`config.mk`:
```
export PLATFORM = sky130hd
export DESIGN_NAME = multi_alarm_match_table_top_flat
export DESIGN_NICKNAME = d
export VERILOG_FILES = /design/src/hw/rtl/mamt_pkg.sv /design/src/hw/rtl/mamt_if.sv /design/src/hw/rtl/mamt_datapath.sv /design/src/hw/rtl/mamt_ctrl.sv /design/src/hw/rtl/multi_alarm_match_table_top.sv /design/src/flat_wrapper.sv
export SDC_FILE = /design/constraint.sdc
export NUM_CORES = 1
export LEC_CHECK = 0
export BUFFER_PORTS_ARGS = -buffer_cell sky130_fd_sc_hd__buf_4
export CORE_MARGIN = 5
export CORE_UTILIZATION = 45
export CTS_CLUSTER_DIAMETER = 50
export CTS_CLUSTER_SIZE = 14
export DETAILED_ROUTE_END_ITERATION = 12
export PLACE_DENSITY = 0.64
export SETUP_SLACK_MARGIN = 0.4
export SYNTH_ARGS = -nofsm -noshare
export SYNTH_HDL_FRONTEND = slang
export SYNTH_SLANG_ARGS = --single-unit
```
`constraint.sdc`:
```
create_clock -name clk_i -period 9.4 [get_ports clk_i]
set_input_delay 1.88 -clock clk_i [delete_from_list [all_inputs] [get_ports clk_i]]
set_output_delay 1.88 -clock clk_i [all_outputs]
set_load 0.1 [all_outputs]
```
`src/hw/rtl/mamt_pkg.sv`:
```
// ----------------------------------------------------------------------------
// mamt_pkg
// Shared types, codes and defaults of the multi alarm match table.
// ----------------------------------------------------------------------------
package mamt_pkg;

  localparam int unsigned MAX_ALARMS_DEF = 16;

  localparam int unsigned CMD_W    = 3;
  localparam int unsigned HOUR_W   = 5;
  localparam int unsigned MINUTE_W = 6;
  localparam int unsigned INDEX_W  = 4;
  localparam int unsigned STATUS_W = 2;
  localparam int unsigned COUNT_W  = 5;

  typedef enum logic [CMD_W-1:0] {
    CMD_ADD    = 3'd0,
    CMD_REMOVE = 3'd1,
    CMD_ENABLE = 3'd2,
    CMD_RESET  = 3'd3,
    CMD_TICK   = 3'd4,
    CMD_QUERY  = 3'd5,
    CMD_READ   = 3'd6,
    CMD_NONE   = 3'd7
  } cmd_e;

  typedef enum logic [STATUS_W-1:0] {
    STAT_OK    = 2'd0,
    STAT_RANGE = 2'd1,
    STAT_FULL  = 2'd2
  } status_e;

  typedef enum logic [2:0] {
    S_IDLE,
    S_DECODE,
    S_READ,
    S_WRITE,
    S_DONE
  } state_e;

  typedef struct packed {
    logic [HOUR_W-1:0]   hour;
    logic [MINUTE_W-1:0] minute;
    logic                enabled;
    logic                triggered;
    logic                rep_daily;
  } entry_t;

  // Commands from the controller to the datapath.
  typedef struct packed {
    logic    load;
    logic    ptr_idx;
    logic    ptr_clr;
    logic    ptr_inc;
    logic    mem_rd;
    logic    rd_next;
    logic    mem_wr;
    logic    wr_new;
    logic    count_inc;
    logic    count_dec;
    logic    capture;
    logic    set_status;
    status_e status;
  } ctrl_t;

  // Status from the datapath to the controller.
  typedef struct packed {
    cmd_e cmd;
    logic full;
    logic in_range;
    logic more;
    logic next_more;
  } stat_t;

endpackage

```
`src/hw/rtl/mamt_if.sv`:
```
// ----------------------------------------------------------------------------
// mamt_if
// Request and response channels of the multi alarm match table.
// ----------------------------------------------------------------------------
interface mamt_req_if;
  logic                              valid;
  logic                              ready;
  logic [mamt_pkg::CMD_W-1:0]        command;
  logic [mamt_pkg::HOUR_W-1:0]       alarm_hour;
  logic [mamt_pkg::MINUTE_W-1:0]     alarm_minute;
  logic                              repeat_daily;
  logic [mamt_pkg::INDEX_W-1:0]      index;
  logic                              enable;
  logic [mamt_pkg::HOUR_W-1:0]       now_hour;
  logic [mamt_pkg::MINUTE_W-1:0]     now_minute;

  modport source (output valid, command, alarm_hour, alarm_minute, repeat_daily,
                  index, enable, now_hour, now_minute, input ready);
  modport sink   (input valid, command, alarm_hour, alarm_minute, repeat_daily,
                  index, enable, now_hour, now_minute, output ready);
endinterface

interface mamt_rsp_if;
  logic                              valid;
  logic                              ready;
  logic [mamt_pkg::STATUS_W-1:0]     status;
  logic                              found;
  logic [mamt_pkg::INDEX_W-1:0]      found_index;
  logic [mamt_pkg::COUNT_W-1:0]      alarm_count;
  logic [mamt_pkg::HOUR_W-1:0]       entry_hour;
  logic [mamt_pkg::MINUTE_W-1:0]     entry_minute;
  logic                              entry_enabled;
  logic                              entry_triggered;
  logic                              entry_repeat;

  modport source (output valid, status, found, found_index, alarm_count, entry_hour,
                  entry_minute, entry_enabled, entry_triggered, entry_repeat,
                  input ready);
  modport sink   (input valid, status, found, found_index, alarm_count, entry_hour,
                  entry_minute, entry_enabled, entry_triggered, entry_repeat,
                  output ready);
endinterface

```
`src/hw/rtl/mamt_datapath.sv`:
```
// ----------------------------------------------------------------------------
// mamt_datapath
// Alarm memory, entry count, scan pointer and result registers.
// ----------------------------------------------------------------------------
module mamt_datapath #(
  parameter int unsigned MaxAlarms = mamt_pkg::MAX_ALARMS_DEF
) (
  input  logic                              clk_i,
  input  logic                              rst_ni,
  input  logic [mamt_pkg::CMD_W-1:0]        command_i,
  input  logic [mamt_pkg::HOUR_W-1:0]       alarm_hour_i,
  input  logic [mamt_pkg::MINUTE_W-1:0]     alarm_minute_i,
  input  logic                              repeat_daily_i,
  input  logic [mamt_pkg::INDEX_W-1:0]      index_i,
  input  logic                              enable_i,
  input  logic [mamt_pkg::HOUR_W-1:0]       now_hour_i,
  input  logic [mamt_pkg::MINUTE_W-1:0]     now_minute_i,
  input  mamt_pkg::ctrl_t                   ctrl_i,
  output mamt_pkg::stat_t                   stat_o,
  output logic [mamt_pkg::STATUS_W-1:0]     status_o,
  output logic                              found_o,
  output logic [mamt_pkg::INDEX_W-1:0]      found_index_o,
  output logic [mamt_pkg::COUNT_W-1:0]      alarm_count_o,
  output logic [mamt_pkg::HOUR_W-1:0]       entry_hour_o,
  output logic [mamt_pkg::MINUTE_W-1:0]     entry_minute_o,
  output logic                              entry_enabled_o,
  output logic                              entry_triggered_o,
  output logic                              entry_repeat_o
);

  localparam int unsigned AW = (MaxAlarms > 1) ? $clog2(MaxAlarms) : 1;
  localparam int unsigned CW = $clog2(MaxAlarms + 1);

  // Latched request fields.
  mamt_pkg::cmd_e                  cmd_q;
  logic [mamt_pkg::HOUR_W-1:0]     ah_q, nh_q;
  logic [mamt_pkg::MINUTE_W-1:0]   am_q, nm_q;
  logic                            rep_q, en_q;
  logic [mamt_pkg::INDEX_W-1:0]    idx_q;

  logic [CW-1:0]                   count_q;
  logic [CW-1:0]                   ptr_q;
  logic [CW:0]                     ptr_plus;

  mamt_pkg::entry_t                mem_q [MaxAlarms];
  mamt_pkg::entry_t                rdata_q;
  mamt_pkg::entry_t                wdata;
  mamt_pkg::entry_t                mod_word;
  logic [AW-1:0]                   raddr, waddr;
  logic                            match, hit;

  mamt_pkg::status_e               status_q;
  logic                            found_q;
  logic [mamt_pkg::INDEX_W-1:0]    fidx_q;
  mamt_pkg::entry_t                entry_q;

  always_ff @(posedge clk_i) begin
    if (ctrl_i.load) begin
      cmd_q <= mamt_pkg::cmd_e'(command_i);
      ah_q  <= alarm_hour_i;
      am_q  <= alarm_minute_i;
      rep_q <= repeat_daily_i;
      idx_q <= index_i;
      en_q  <= enable_i;
      nh_q  <= now_hour_i;
      nm_q  <= now_minute_i;
    end
  end

  assign ptr_plus = {1'b0, ptr_q} + (CW+1)'(1);

  always_ff @(posedge clk_i or negedge rst_ni) begin
    if (!rst_ni) begin
      count_q <= '0;
      ptr_q   <= '0;
    end else begin
      if (ctrl_i.count_inc) begin
        count_q <= count_q + CW'(1);
      end else if (ctrl_i.count_dec) begin
        count_q <= count_q - CW'(1);
      end
      if (ctrl_i.ptr_clr) begin
        ptr_q <= '0;
      end else if (ctrl_i.ptr_idx) begin
        ptr_q <= CW'(idx_q);
      end else if (ctrl_i.ptr_inc) begin
        ptr_q <= CW'(ptr_plus);
      end
    end
  end

  assign raddr = ctrl_i.rd_next ? AW'(ptr_plus) : AW'(ptr_q);
  assign waddr = ctrl_i.wr_new ? AW'(count_q) : AW'(ptr_q);

  assign match = (rdata_q.hour == nh_q) && (rdata_q.minute == nm_q);
  assign hit   = match && rdata_q.enabled && !rdata_q.triggered;

  // A remove copies the word unchanged; enable, reset and tick edit flags.
  always_comb begin
    mod_word = rdata_q;
    unique case (cmd_q)
      mamt_pkg::CMD_ENABLE: mod_word.enabled = en_q;
      mamt_pkg::CMD_RESET: begin
        mod_word.triggered = 1'b0;
        mod_word.enabled   = rdata_q.enabled & rdata_q.rep_daily;
      end
      mamt_pkg::CMD_TICK: mod_word.triggered =
          match & (rdata_q.triggered | rdata_q.enabled);
      default: mod_word = rdata_q;
    endcase
  end

  always_comb begin
    if (ctrl_i.wr_new) begin
      wdata = '{hour: ah_q, minute: am_q, enabled: 1'b1, triggered: 1'b0,
                rep_daily: rep_q};
    end else begin
      wdata = mod_word;
    end
  end

  always_ff @(posedge clk_i) begin
    if (ctrl_i.mem_wr) begin
      mem_q[waddr] <= wdata;
    end
    if (ctrl_i.mem_rd) begin
      rdata_q <= mem_q[raddr];
    end
  end

  always_ff @(posedge clk_i) begin
    if (ctrl_i.load) begin
      status_q <= mamt_pkg::STAT_OK;
      found_q  <= 1'b0;
      fidx_q   <= '0;
      entry_q  <= '0;
    end else begin
      if (ctrl_i.set_status) begin
        status_q <= ctrl_i.status;
      end
      if (ctrl_i.capture) begin
        if (cmd_q == mamt_pkg::CMD_QUERY) begin
          if (hit && !found_q) begin
            found_q <= 1'b1;
            fidx_q  <= mamt_pkg::INDEX_W'(ptr_q);
          end
        end else begin
          entry_q <= rdata_q;
        end
      end
    end
  end

  assign stat_o.cmd       = cmd_q;
  assign stat_o.full      = (count_q == CW'(MaxAlarms));
  assign stat_o.in_range  = (32'(idx_q) < 32'(count_q));
  assign stat_o.more      = (ptr_q < count_q);
  assign stat_o.next_more = (ptr_plus < {1'b0, count_q});

  assign status_o          = status_q;
  assign found_o           = found_q;
  assign found_index_o     = fidx_q;
  assign alarm_count_o     = mamt_pkg::COUNT_W'(count_q);
  assign entry_hour_o      = entry_q.hour;
  assign entry_minute_o    = entry_q.minute;
  assign entry_enabled_o   = entry_q.enabled;
  assign entry_triggered_o = entry_q.triggered;
  assign entry_repeat_o    = entry_q.rep_daily;

endmodule

```
`src/hw/rtl/mamt_ctrl.sv`:
```
// ----------------------------------------------------------------------------
// mamt_ctrl
// Command sequencer: decodes an item and walks the table one entry at a time.
// ----------------------------------------------------------------------------
module mamt_ctrl (
  input  logic             clk_i,
  input  logic             rst_ni,
  input  logic             req_valid_i,
  output logic             req_ready_o,
  output logic             rsp_valid_o,
  input  logic             rsp_ready_i,
  input  mamt_pkg::stat_t  stat_i,
  output mamt_pkg::ctrl_t  ctrl_o
);

  mamt_pkg::state_e state_q, state_d;

  always_ff @(posedge clk_i or negedge rst_ni) begin
    if (!rst_ni) begin
      state_q <= mamt_pkg::S_IDLE;
    end else begin
      state_q <= state_d;
    end
  end

  always_comb begin
    state_d     = state_q;
    ctrl_o      = '0;
    ctrl_o.status = mamt_pkg::STAT_OK;
    req_ready_o = 1'b0;
    rsp_valid_o = 1'b0;

    unique case (state_q)
      mamt_pkg::S_IDLE: begin
        req_ready_o = 1'b1;
        if (req_valid_i) begin
          ctrl_o.load = 1'b1;
          state_d     = mamt_pkg::S_DECODE;
        end
      end

      mamt_pkg::S_DECODE: begin
        state_d = mamt_pkg::S_DONE;
        unique case (stat_i.cmd)
          mamt_pkg::CMD_ADD: begin
            if (stat_i.full) begin
              ctrl_o.set_status = 1'b1;
              ctrl_o.status     = mamt_pkg::STAT_FULL;
            end else begin
              ctrl_o.mem_wr    = 1'b1;
              ctrl_o.wr_new    = 1'b1;
              ctrl_o.count_inc = 1'b1;
            end
          end
          mamt_pkg::CMD_REMOVE, mamt_pkg::CMD_ENABLE,
          mamt_pkg::CMD_RESET, mamt_pkg::CMD_READ: begin
            if (stat_i.in_range) begin
              ctrl_o.ptr_idx = 1'b1;
              state_d        = mamt_pkg::S_READ;
            end else begin
              ctrl_o.set_status = 1'b1;
              ctrl_o.status     = mamt_pkg::STAT_RANGE;
            end
          end
          mamt_pkg::CMD_TICK, mamt_pkg::CMD_QUERY: begin
            ctrl_o.ptr_clr = 1'b1;
            state_d        = mamt_pkg::S_READ;
          end
          default: state_d = mamt_pkg::S_DONE;
        endcase
      end

      mamt_pkg::S_READ: begin
        unique case (stat_i.cmd)
          mamt_pkg::CMD_REMOVE: begin
            // Pull the following entry down, or drop the last slot when done.
            if (stat_i.next_more) begin
              ctrl_o.mem_rd  = 1'b1;
              ctrl_o.rd_next = 1'b1;
              state_d        = mamt_pkg::S_WRITE;
            end else begin
              ctrl_o.count_dec = 1'b1;
              state_d          = mamt_pkg::S_DONE;
            end
          end
          mamt_pkg::CMD_TICK, mamt_pkg::CMD_QUERY: begin
            if (stat_i.more) begin
              ctrl_o.mem_rd = 1'b1;
              state_d       = mamt_pkg::S_WRITE;
            end else begin
              state_d = mamt_pkg::S_DONE;
            end
          end
          default: begin
            ctrl_o.mem_rd = 1'b1;
            state_d       = mamt_pkg::S_WRITE;
          end
        endcase
      end

      mamt_pkg::S_WRITE: begin
        unique case (stat_i.cmd)
          mamt_pkg::CMD_REMOVE, mamt_pkg::CMD_TICK: begin
            ctrl_o.mem_wr  = 1'b1;
            ctrl_o.ptr_inc = 1'b1;
            state_d        = mamt_pkg::S_READ;
          end
          mamt_pkg::CMD_QUERY: begin
            ctrl_o.capture = 1'b1;
            ctrl_o.ptr_inc = 1'b1;
            state_d        = mamt_pkg::S_READ;
          end
          mamt_pkg::CMD_ENABLE, mamt_pkg::CMD_RESET: begin
            ctrl_o.mem_wr = 1'b1;
            state_d       = mamt_pkg::S_DONE;
          end
          default: begin
            ctrl_o.capture = 1'b1;
            state_d        = mamt_pkg::S_DONE;
          end
        endcase
      end

      mamt_pkg::S_DONE: begin
        rsp_valid_o = 1'b1;
        if (rsp_ready_i) begin
          state_d = mamt_pkg::S_IDLE;
        end
      end

      default: state_d = mamt_pkg::S_IDLE;
    endcase
  end

endmodule

```
`src/hw/rtl/multi_alarm_match_table_top.sv`:
```
// ----------------------------------------------------------------------------
// multi_alarm_match_table_top
// Compacted alarm table with add, remove, enable, reset, tick, query and read.
// ----------------------------------------------------------------------------
// One command item is taken at a time and answered with exactly one response
// item; the next item is accepted once that response has been taken. The
// table sits in a single-port memory that a sequencer visits one entry at a
// time (read, then write back or compare). The memory needs no clearing
// pass after reset: only entries below the count are ever read.
module multi_alarm_match_table_top #(
  parameter int unsigned MAX_ALARMS = mamt_pkg::MAX_ALARMS_DEF
) (
  input  logic       clk_i,
  input  logic       rst_ni,
  mamt_req_if.sink   req_i,
  mamt_rsp_if.source rsp_o
);

  mamt_pkg::ctrl_t ctrl;
  mamt_pkg::stat_t stat;

  mamt_ctrl u_ctrl (
    .clk_i       (clk_i),
    .rst_ni      (rst_ni),
    .req_valid_i (req_i.valid),
    .req_ready_o (req_i.ready),
    .rsp_valid_o (rsp_o.valid),
    .rsp_ready_i (rsp_o.ready),
    .stat_i      (stat),
    .ctrl_o      (ctrl)
  );

  mamt_datapath #(
    .MaxAlarms (MAX_ALARMS)
  ) u_datapath (
    .clk_i             (clk_i),
    .rst_ni            (rst_ni),
    .command_i         (req_i.command),
    .alarm_hour_i      (req_i.alarm_hour),
    .alarm_minute_i    (req_i.alarm_minute),
    .repeat_daily_i    (req_i.repeat_daily),
    .index_i           (req_i.index),
    .enable_i          (req_i.enable),
    .now_hour_i        (req_i.now_hour),
    .now_minute_i      (req_i.now_minute),
    .ctrl_i            (ctrl),
    .stat_o            (stat),
    .status_o          (rsp_o.status),
    .found_o           (rsp_o.found),
    .found_index_o     (rsp_o.found_index),
    .alarm_count_o     (rsp_o.alarm_count),
    .entry_hour_o      (rsp_o.entry_hour),
    .entry_minute_o    (rsp_o.entry_minute),
    .entry_enabled_o   (rsp_o.entry_enabled),
    .entry_triggered_o (rsp_o.entry_triggered),
    .entry_repeat_o    (rsp_o.entry_repeat)
  );

endmodule

```
`src/flat_wrapper.sv`:
```
// flat-port wrapper written by rule: the top's interface ports become plain ports
module multi_alarm_match_table_top_flat 
#(
  parameter int unsigned MAX_ALARMS = mamt_pkg::MAX_ALARMS_DEF
)
  (clk_i, rst_ni, req_i_valid, req_i_command, req_i_alarm_hour, req_i_alarm_minute, req_i_repeat_daily, req_i_index, req_i_enable, req_i_now_hour, req_i_now_minute, req_i_ready, rsp_o_valid, rsp_o_status, rsp_o_found, rsp_o_found_index, rsp_o_alarm_count, rsp_o_entry_hour, rsp_o_entry_minute, rsp_o_entry_enabled, rsp_o_entry_triggered, rsp_o_entry_repeat, rsp_o_ready);
  mamt_req_if req_i_i ();
  mamt_rsp_if rsp_o_i ();
  input  logic clk_i;
  input  logic rst_ni;
  input wire logic [$bits(req_i_i.valid)-1:0] req_i_valid;
  input wire logic [$bits(req_i_i.command)-1:0] req_i_command;
  input wire logic [$bits(req_i_i.alarm_hour)-1:0] req_i_alarm_hour;
  input wire logic [$bits(req_i_i.alarm_minute)-1:0] req_i_alarm_minute;
  input wire logic [$bits(req_i_i.repeat_daily)-1:0] req_i_repeat_daily;
  input wire logic [$bits(req_i_i.index)-1:0] req_i_index;
  input wire logic [$bits(req_i_i.enable)-1:0] req_i_enable;
  input wire logic [$bits(req_i_i.now_hour)-1:0] req_i_now_hour;
  input wire logic [$bits(req_i_i.now_minute)-1:0] req_i_now_minute;
  output wire logic [$bits(req_i_i.ready)-1:0] req_i_ready;
  output wire logic [$bits(rsp_o_i.valid)-1:0] rsp_o_valid;
  output wire logic [$bits(rsp_o_i.status)-1:0] rsp_o_status;
  output wire logic [$bits(rsp_o_i.found)-1:0] rsp_o_found;
  output wire logic [$bits(rsp_o_i.found_index)-1:0] rsp_o_found_index;
  output wire logic [$bits(rsp_o_i.alarm_count)-1:0] rsp_o_alarm_count;
  output wire logic [$bits(rsp_o_i.entry_hour)-1:0] rsp_o_entry_hour;
  output wire logic [$bits(rsp_o_i.entry_minute)-1:0] rsp_o_entry_minute;
  output wire logic [$bits(rsp_o_i.entry_enabled)-1:0] rsp_o_entry_enabled;
  output wire logic [$bits(rsp_o_i.entry_triggered)-1:0] rsp_o_entry_triggered;
  output wire logic [$bits(rsp_o_i.entry_repeat)-1:0] rsp_o_entry_repeat;
  input wire logic [$bits(rsp_o_i.ready)-1:0] rsp_o_ready;
  assign req_i_i.valid = req_i_valid;
  assign req_i_i.command = req_i_command;
  assign req_i_i.alarm_hour = req_i_alarm_hour;
  assign req_i_i.alarm_minute = req_i_alarm_minute;
  assign req_i_i.repeat_daily = req_i_repeat_daily;
  assign req_i_i.index = req_i_index;
  assign req_i_i.enable = req_i_enable;
  assign req_i_i.now_hour = req_i_now_hour;
  assign req_i_i.now_minute = req_i_now_minute;
  assign req_i_ready = req_i_i.ready;
  assign rsp_o_valid = rsp_o_i.valid;
  assign rsp_o_status = rsp_o_i.status;
  assign rsp_o_found = rsp_o_i.found;
  assign rsp_o_found_index = rsp_o_i.found_index;
  assign rsp_o_alarm_count = rsp_o_i.alarm_count;
  assign rsp_o_entry_hour = rsp_o_i.entry_hour;
  assign rsp_o_entry_minute = rsp_o_i.entry_minute;
  assign rsp_o_entry_enabled = rsp_o_i.entry_enabled;
  assign rsp_o_entry_triggered = rsp_o_i.entry_triggered;
  assign rsp_o_entry_repeat = rsp_o_i.entry_repeat;
  assign rsp_o_i.ready = rsp_o_ready;
  multi_alarm_match_table_top #(.MAX_ALARMS(MAX_ALARMS)) u_core (.clk_i(clk_i), .rst_ni(rst_ni), .req_i(req_i_i), .rsp_o(rsp_o_i));
endmodule
```
Word level (Yosys, flattened, before mapping)
Memory sizes are Yosys's and may differ from the RTL's. A register that Yosys moved wholly into a read port is not among the register bits.
Index checks and enable logic that the tools add are counted.
{ "totals": {"out_inout_bits": 28, "regBits": 65, "n_memories": 1, "word_cells": 112, "mem_bits_rw": 224} }
{ "classes": {"mux": 50, "reduce_logical": 17, "order_cmp": 3, "add_sub_neg": 3, "eq_ne": 15, "bitwise_logic": 4} }
{ "memory_table": {"columns": ["memory", "depth", "width", "rd", "rd_ports_with_merged_regs", "write_ports", "line", "rtl"], "rows": [
  ["u_core.u_datapath.mem_q", 16, 14, 1, 1, 1, "mamt_datapath.sv:45", "mamt_pkg::entry_t mem_q [MaxAlarms];"]
]} }
{ "op_table": {"columns": ["cell", "count"], "rows": [
  ["3-bit 2-to-1 mux", 11],
  ["5-bit 2-to-1 mux", 5],
  ["1-bit 2-to-1 mux", 19],
  ["3-bit one-hot mux with 2 select lines", 3],
  ["3-bit one-hot mux with 5 select lines", 1],
  ["14-bit 2-to-1 mux", 1],
  ["3-bit by 2-bit equality test with 1-bit output (second input constant)", 4],
  ["3-bit equality test (second input constant)", 4],
  ["2-bit 2-to-1 mux", 4],
  ["4-bit 2-to-1 mux", 2],
  ["1-bit one-hot mux with 2 select lines", 4],
  ["4-bit OR reduction", 2],
  ["5-bit by 1-bit adder with 6-bit output (second input constant)", 1],
  ["3-bit by 1-bit equality test with 1-bit output (second input constant)", 2],
  ["6-bit equality test", 1],
  ["3-bit logical NOT", 2],
  ["6-bit by 5-bit less-than comparator with 1-bit output", 1],
  ["5-bit by 1-bit adder with 5-bit output (second input constant)", 1],
  ["5-bit equality test", 1],
  ["5-bit equality test (second input constant)", 1],
  ["4-bit by 5-bit less-than comparator with 1-bit output", 1],
  ["5-bit less-than comparator", 1],
  ["5-bit by 1-bit subtractor with 5-bit output (second input constant)", 1],
  ["1-bit logical AND", 4],
  ["other kinds (11)", 15]
]} }

Depth between registers and ports, before layout
{ "depth": {"ltp_word": 7, "ltp_mapped": 15, "ltp_nobuf": 11} }

Modules after synthesis
Synthesis repeated with hierarchy kept, for this count alone.
{ "unflattened": {"cells_unflattened": 869, "hier_area_um2": 13733.2} }
{ "modules_own_cells": {"columns": ["mod", "cells_each", "area_each_um2", "n_inst"], "rows": [
  ["mamt_datapath", 810, 13254.0, 1],
  ["mamt_ctrl", 59, 479.2, 1]
]} }

Least setup slack after synthesis
OpenSTA, ideal clock, no wires.
{ "synth_timing": {"path_type": "register to output", "start": "reg u_core.u_ctrl.state_q[2]", "end": "out req_i_ready", "t_arrival_ps": 2528, "path_stages_with_launch": 2, "path_buffers": 0, "setup_slack_ps": 4992, "required_ps": 7520, "path_cell_list": "dfrtp_1 > nor3_1"} }
{ "synth_via": {"elab_chain_len": 2} }
{ "synth_lines": {"columns": ["item", "line", "rtl"], "rows": [
  ["start, declared", "mamt_ctrl.sv:16", "mamt_pkg::state_e state_q, state_d;"],
  ["start signal, assigned", "mamt_ctrl.sv:20", "state_q <= mamt_pkg::S_IDLE;"],
  ["start signal, assigned", "mamt_ctrl.sv:22", "state_q <= state_d;"],
  ["3-bit logical NOT", "mamt_ctrl.sv:33", "unique case (state_q)"],
  ["1-bit 2-to-1 mux", "mamt_ctrl.sv:33", null],
  ["end, declared", "flat_wrapper.sv:20", "output wire logic [$bits(req_i_i.ready)-1:0] req_i_ready;"]
]} }
Every way passes these cells.

Final worst setup path
{ "layout_timing": {"start": "reg u_core.u_datapath.ptr_q[0]", "end": "reg, netlist name u_core.u_datapath.mod_word[4]"} }
{ "layout_via": {"elab_chain_len": 6} }
{ "layout_lines": {"columns": ["item", "line", "rtl"], "rows": [
  ["start, declared", "mamt_datapath.sv:42", "logic [CW-1:0] ptr_q;"],
  ["start signal, assigned", "mamt_datapath.sv:85", "ptr_q <= CW'(idx_q);"],
  ["start signal, assigned", "mamt_datapath.sv:87", "ptr_q <= CW'(ptr_plus);"],
  ["5-bit by 1-bit adder with 6-bit output", "mamt_datapath.sv:70", "assign ptr_plus = {1'b0, ptr_q} + (CW+1)'(1);"],
  ["6-bit by 5-bit less-than comparator with 1-bit output", "mamt_datapath.sv:158", "assign stat_o.next_more = (ptr_plus < {1'b0, count_q});"],
  ["2-bit 2-to-1 mux", "mamt_ctrl.sv:77", "if (stat_i.next_more) begin"],
  ["1-bit 2-to-1 mux", "mamt_ctrl.sv:74", "unique case (stat_i.cmd)"],
  ["2-bit 2-to-1 mux", "mamt_ctrl.sv:33", null],
  ["4-bit 2-to-1 mux", "mamt_datapath.sv:92", "assign raddr = ctrl_i.rd_next ? AW'(ptr_plus) : AW'(ptr_q);"]
]} }
Several ways; a longest one is shown, not always the timed one.
A chain may end at the register's enable or synchronous reset.

==> results.md <==
- Final Net Count: 1007
- Power per Cell Area: 304.4 nW/um^2
- CP Capture Type: register
- CTS tree: done
- Rows: 61
- HP Class: register to register
- # DRC: 0
- Root Driver: clkbuf_16
- Maxcap violations: 0
- Worst Path Required: 9690 ps
- Total wire length: 29.73 mm
- Post-CTS Resized: 0
- Post-CTS Setup Inserts: 0
- Top fanout value on the critical path: 70
- Largest net degree at the start of global routing: 71
- Async S/R FF share, synth: 4.290%
- Htree depth: 1
- Antenna-violating nets left: 0
- Fin. Hold Viols: 0
- Synth-to-Final Area Change: 14.89%
- Max Slew Vio Count: 0
- Initial Utilization: 45.48%
- Via density: 5.574
- Post-synth top flop: edfxtp_1
- Grt total ovfl: 0
- Die height: 177.6 um
- GPL Wtd Cong: 0.8364
- Worst hold stages: 2
- Vias post-DR: 7570
- Min cycle time layout: 4809 ps
- Initial antenna violation count: 1
- Placed cell area: 13530 um^2
- Status: finished, final reports clean
- Mapped Cells: 880
- Register bit total from synthesis: 303
- Arrival @ worst endpoint: 5100 ps
- Worst R2R Path Depth: 12
- Initial DRT Pass Iterations: 4
- Final instance area: 14520 um^2
- Simple-Gate Fraction of Synth Area: 9.546%
- Clock Sinks: 303
- Power share of the clock group: 26.9%
- Most frequent cells in the layout: 269 x edfxtp_1, 149 x nand2_1, 87 x buf_4
- Max Buffers Root-to-Sink: 3
- Placed Instances: 1302
- XOR/XNOR Fraction of Synth Area: 1.575%
- # hold bufs at CTS: 0
- Top cells by area, synth: edfxtp_1 64%, mux2i_1 5.5%, nand2_1 4.4%
- Most common cell after layout, fill and taps aside: edfxtp_1
- Clock buffer count from CTS: 30
- WS Path Type: register to register
- Post-Syn Area: 12630 um^2
- Fmax: 0.2079 GHz
- Pwr Total: 4.419 mW
- Switching Fraction: 35.73%
- Layout cells sized above 1: 17.76%
- Total track usage: 18.81%
- Pleak: 5.294 nW
- Final TNS setup: 0 ps
- Combinational Power Share: 31.3%
- DP Wirelength: 16.71 mm
- Int Power: 2.840 mW
- Final period util: 51.16%
- Slew @ Worst Pin: 1152 ps
- First-pass GRT wire length: 45.09 mm
- Syn Nets: 931
- Compound-Gate Fraction of Synth Area: 6.991%
- Syn. warnings: 0
- Final setup viols: 0
- Mux cell area share after synthesis: 7.883%
- Die area: 31530 um^2
- Syn avg cell area: 14.36 um^2
- Vias in the first global route: 7442
- Synth unique cells: 55
- Die width: 177.6 um
- Largest family of logic cells by synthesized area: simple AND/OR/NAND/NOR gates
- Iteration-0 DRC Markers: 685
- EDFF count, synth: 269
- Max VDD drop: 176.1 uV
- I/O Pins: 63
- Relative slew slack: 23.19%
- Non-Filler Instances: 1358
- Final Skew: 22.28 ps
- Post-synth top area share: 63.93%
- Yosys top cell by area: edfxtp_1
- Reg power frac: 41.8%
- PortBufs: 62
- Seq/Total Area, Yosys: 69.84%
- RSZ-0062 raised after global routing: false
- Ant. Diodes: 0
- Routed WL per cell: 21.90 um
- Synth Area in Adders: 1.644%
- Sw Pwr: 1.579 mW
- Setup crit start kind: register
- Clk slew on worst S/H paths: 60 ps
- Clk_lat worst skew: 550 ps
- Core area: 27780 um^2
- Fillers: 2343
Yosys cell counts (2+ instances only):
library cell	n
a21o_1	9
a21oi_1	23
a22oi_1	2
a31oi_1	17
a32oi_1	37
and3_1	3
and4_1	2
buf_2	18
buf_4	9
buf_6	7
clkbuf_1	8
dfrtp_1	13
dfxtp_1	21
edfxtp_1	269
ha_1	15
inv_1	13
mux2_2	23
mux2i_1	70
nand2_1	149
nand2b_1	3
nand3_1	32
nand3_2	3
nand3b_1	2
nand4_1	6
nor2_1	54
nor2b_1	3
nor3_1	8
nor4_1	2
o21ai_0	4
o21ai_1	4
o2bb2ai_1	5
o31a_1	4
o32ai_4	2
xnor2_1	6
xnor2_2	2
xor2_1	13
path summary, 6_finish.rpt:
| kind | start | slack (ps) | to |
|---|---|---|---|
| min in group asynchronous | rst_ni | 1180 | u_core.u_datapath.alarm_count_o[0] |
| worst max-delay path | u_core.u_datapath.ptr_q[0] | 4590 | u_core.u_datapath.mod_word[4] |
| worst max register to register | u_core.u_datapath.ptr_q[0] | 4590 | u_core.u_datapath.mod_word[4] |
| max in group asynchronous | rst_ni | 8030 | u_core.u_datapath.ptr_q[0] |
| worst min-delay path | u_core.u_datapath.status_o[0] | 460 | u_core.u_datapath.status_o[0] |
| worst min register to register | u_core.u_datapath.status_o[0] | 460 | u_core.u_datapath.status_o[0] |
kinds of logic (layout without fill, tap and decap cells):
kind of cell    Yosys count  in the layout
buf+inv                  56            156
mux                      95             95
fa+ha+maj                16             16
compound gates          115            115
xor+xnor                 21             21
simple gates            274            274
flops                   303            303
routing by layer:
layer	GRT usage (%)	share of wire, %	up-vias
li1	-	-	3474
met1	26.55	44	3799
met2	31.59	48	258
met3	2.578	6.2	39
met4	3.706	1.5	0
met5	0	0	-
power by group through the flow:
stage / Clock, mW / Sequential, mW / Combinational, mW
2_1_floorplan: 0 / 1.98 / 0.911
3_3_place_gp: 0 / 1.87 / 1.36
3_5_place_dp: 0 / 1.87 / 1.38
4_1_cts: 1.21 / 1.84 / 1.39
5_1_grt: 1.27 / 1.86 / 1.51
6_report: 1.19 / 1.85 / 1.38
per-stage QoR:
stage / util [%] / setup WS (ps) / hold WS, ps
6_report: 52.25 / 4591 / 461.9
5_1_grt: 52.25 / 4230 / 508.9
4_1_cts: 52.25 / 4607 / 464.2
3_5_place_dp: 48.70 / 4587 / 455.3
3_3_place_gp: 48.70 / 4724 / 445.0
2_1_floorplan: - / 4992 / 482.4
critical path: stages, from the launching register on:
cell       delay [ps]
dfrtp_1           660
ha_1              360
nand3_1           120
xnor2_1           180
ha_1              300
o2111ai_1         180
and4_1            360
xnor2_4           810
buf_4             850
mux2i_1           280
a32oi_1            80
a32oi_1           270
a21oi_1            50
area by class of cell:
cell class / count / area (um^2) / area share [%]
Clock buffer: 44 / 844.6 / 5.818
Timing Repair Buffer: 87 / 653.1 / 4.499
Sequential cell: 303 / 8823 / 60.78
Inverter: 13 / 48.80 / 0.3361
Multi-Input combinational cell: 521 / 3532 / 24.33
Clock inverter: 12 / 141.4 / 0.9740
Tap cell: 378 / 473.0 / 3.258
registers in the layout (all words and copies together) (netlist names), 2 cells and up:
signal,count
u_core.u_ctrl.state_q,3
u_core.u_datapath.ah_q,5
u_core.u_datapath.alarm_count_o,5
u_core.u_datapath.am_q,6
u_core.u_datapath.cmd_q,3
u_core.u_datapath.entry_hour_o,5
u_core.u_datapath.entry_minute_o,6
u_core.u_datapath.found_index_o,4
u_core.u_datapath.idx_q,4
u_core.u_datapath.mem_q,224
u_core.u_datapath.mod_word,12
u_core.u_datapath.nh_q,5
u_core.u_datapath.nm_q,6
u_core.u_datapath.ptr_q,5
u_core.u_datapath.rdata_q,2
u_core.u_datapath.status_o,2
Note: power is estimated with default switching activity, not from simulation.
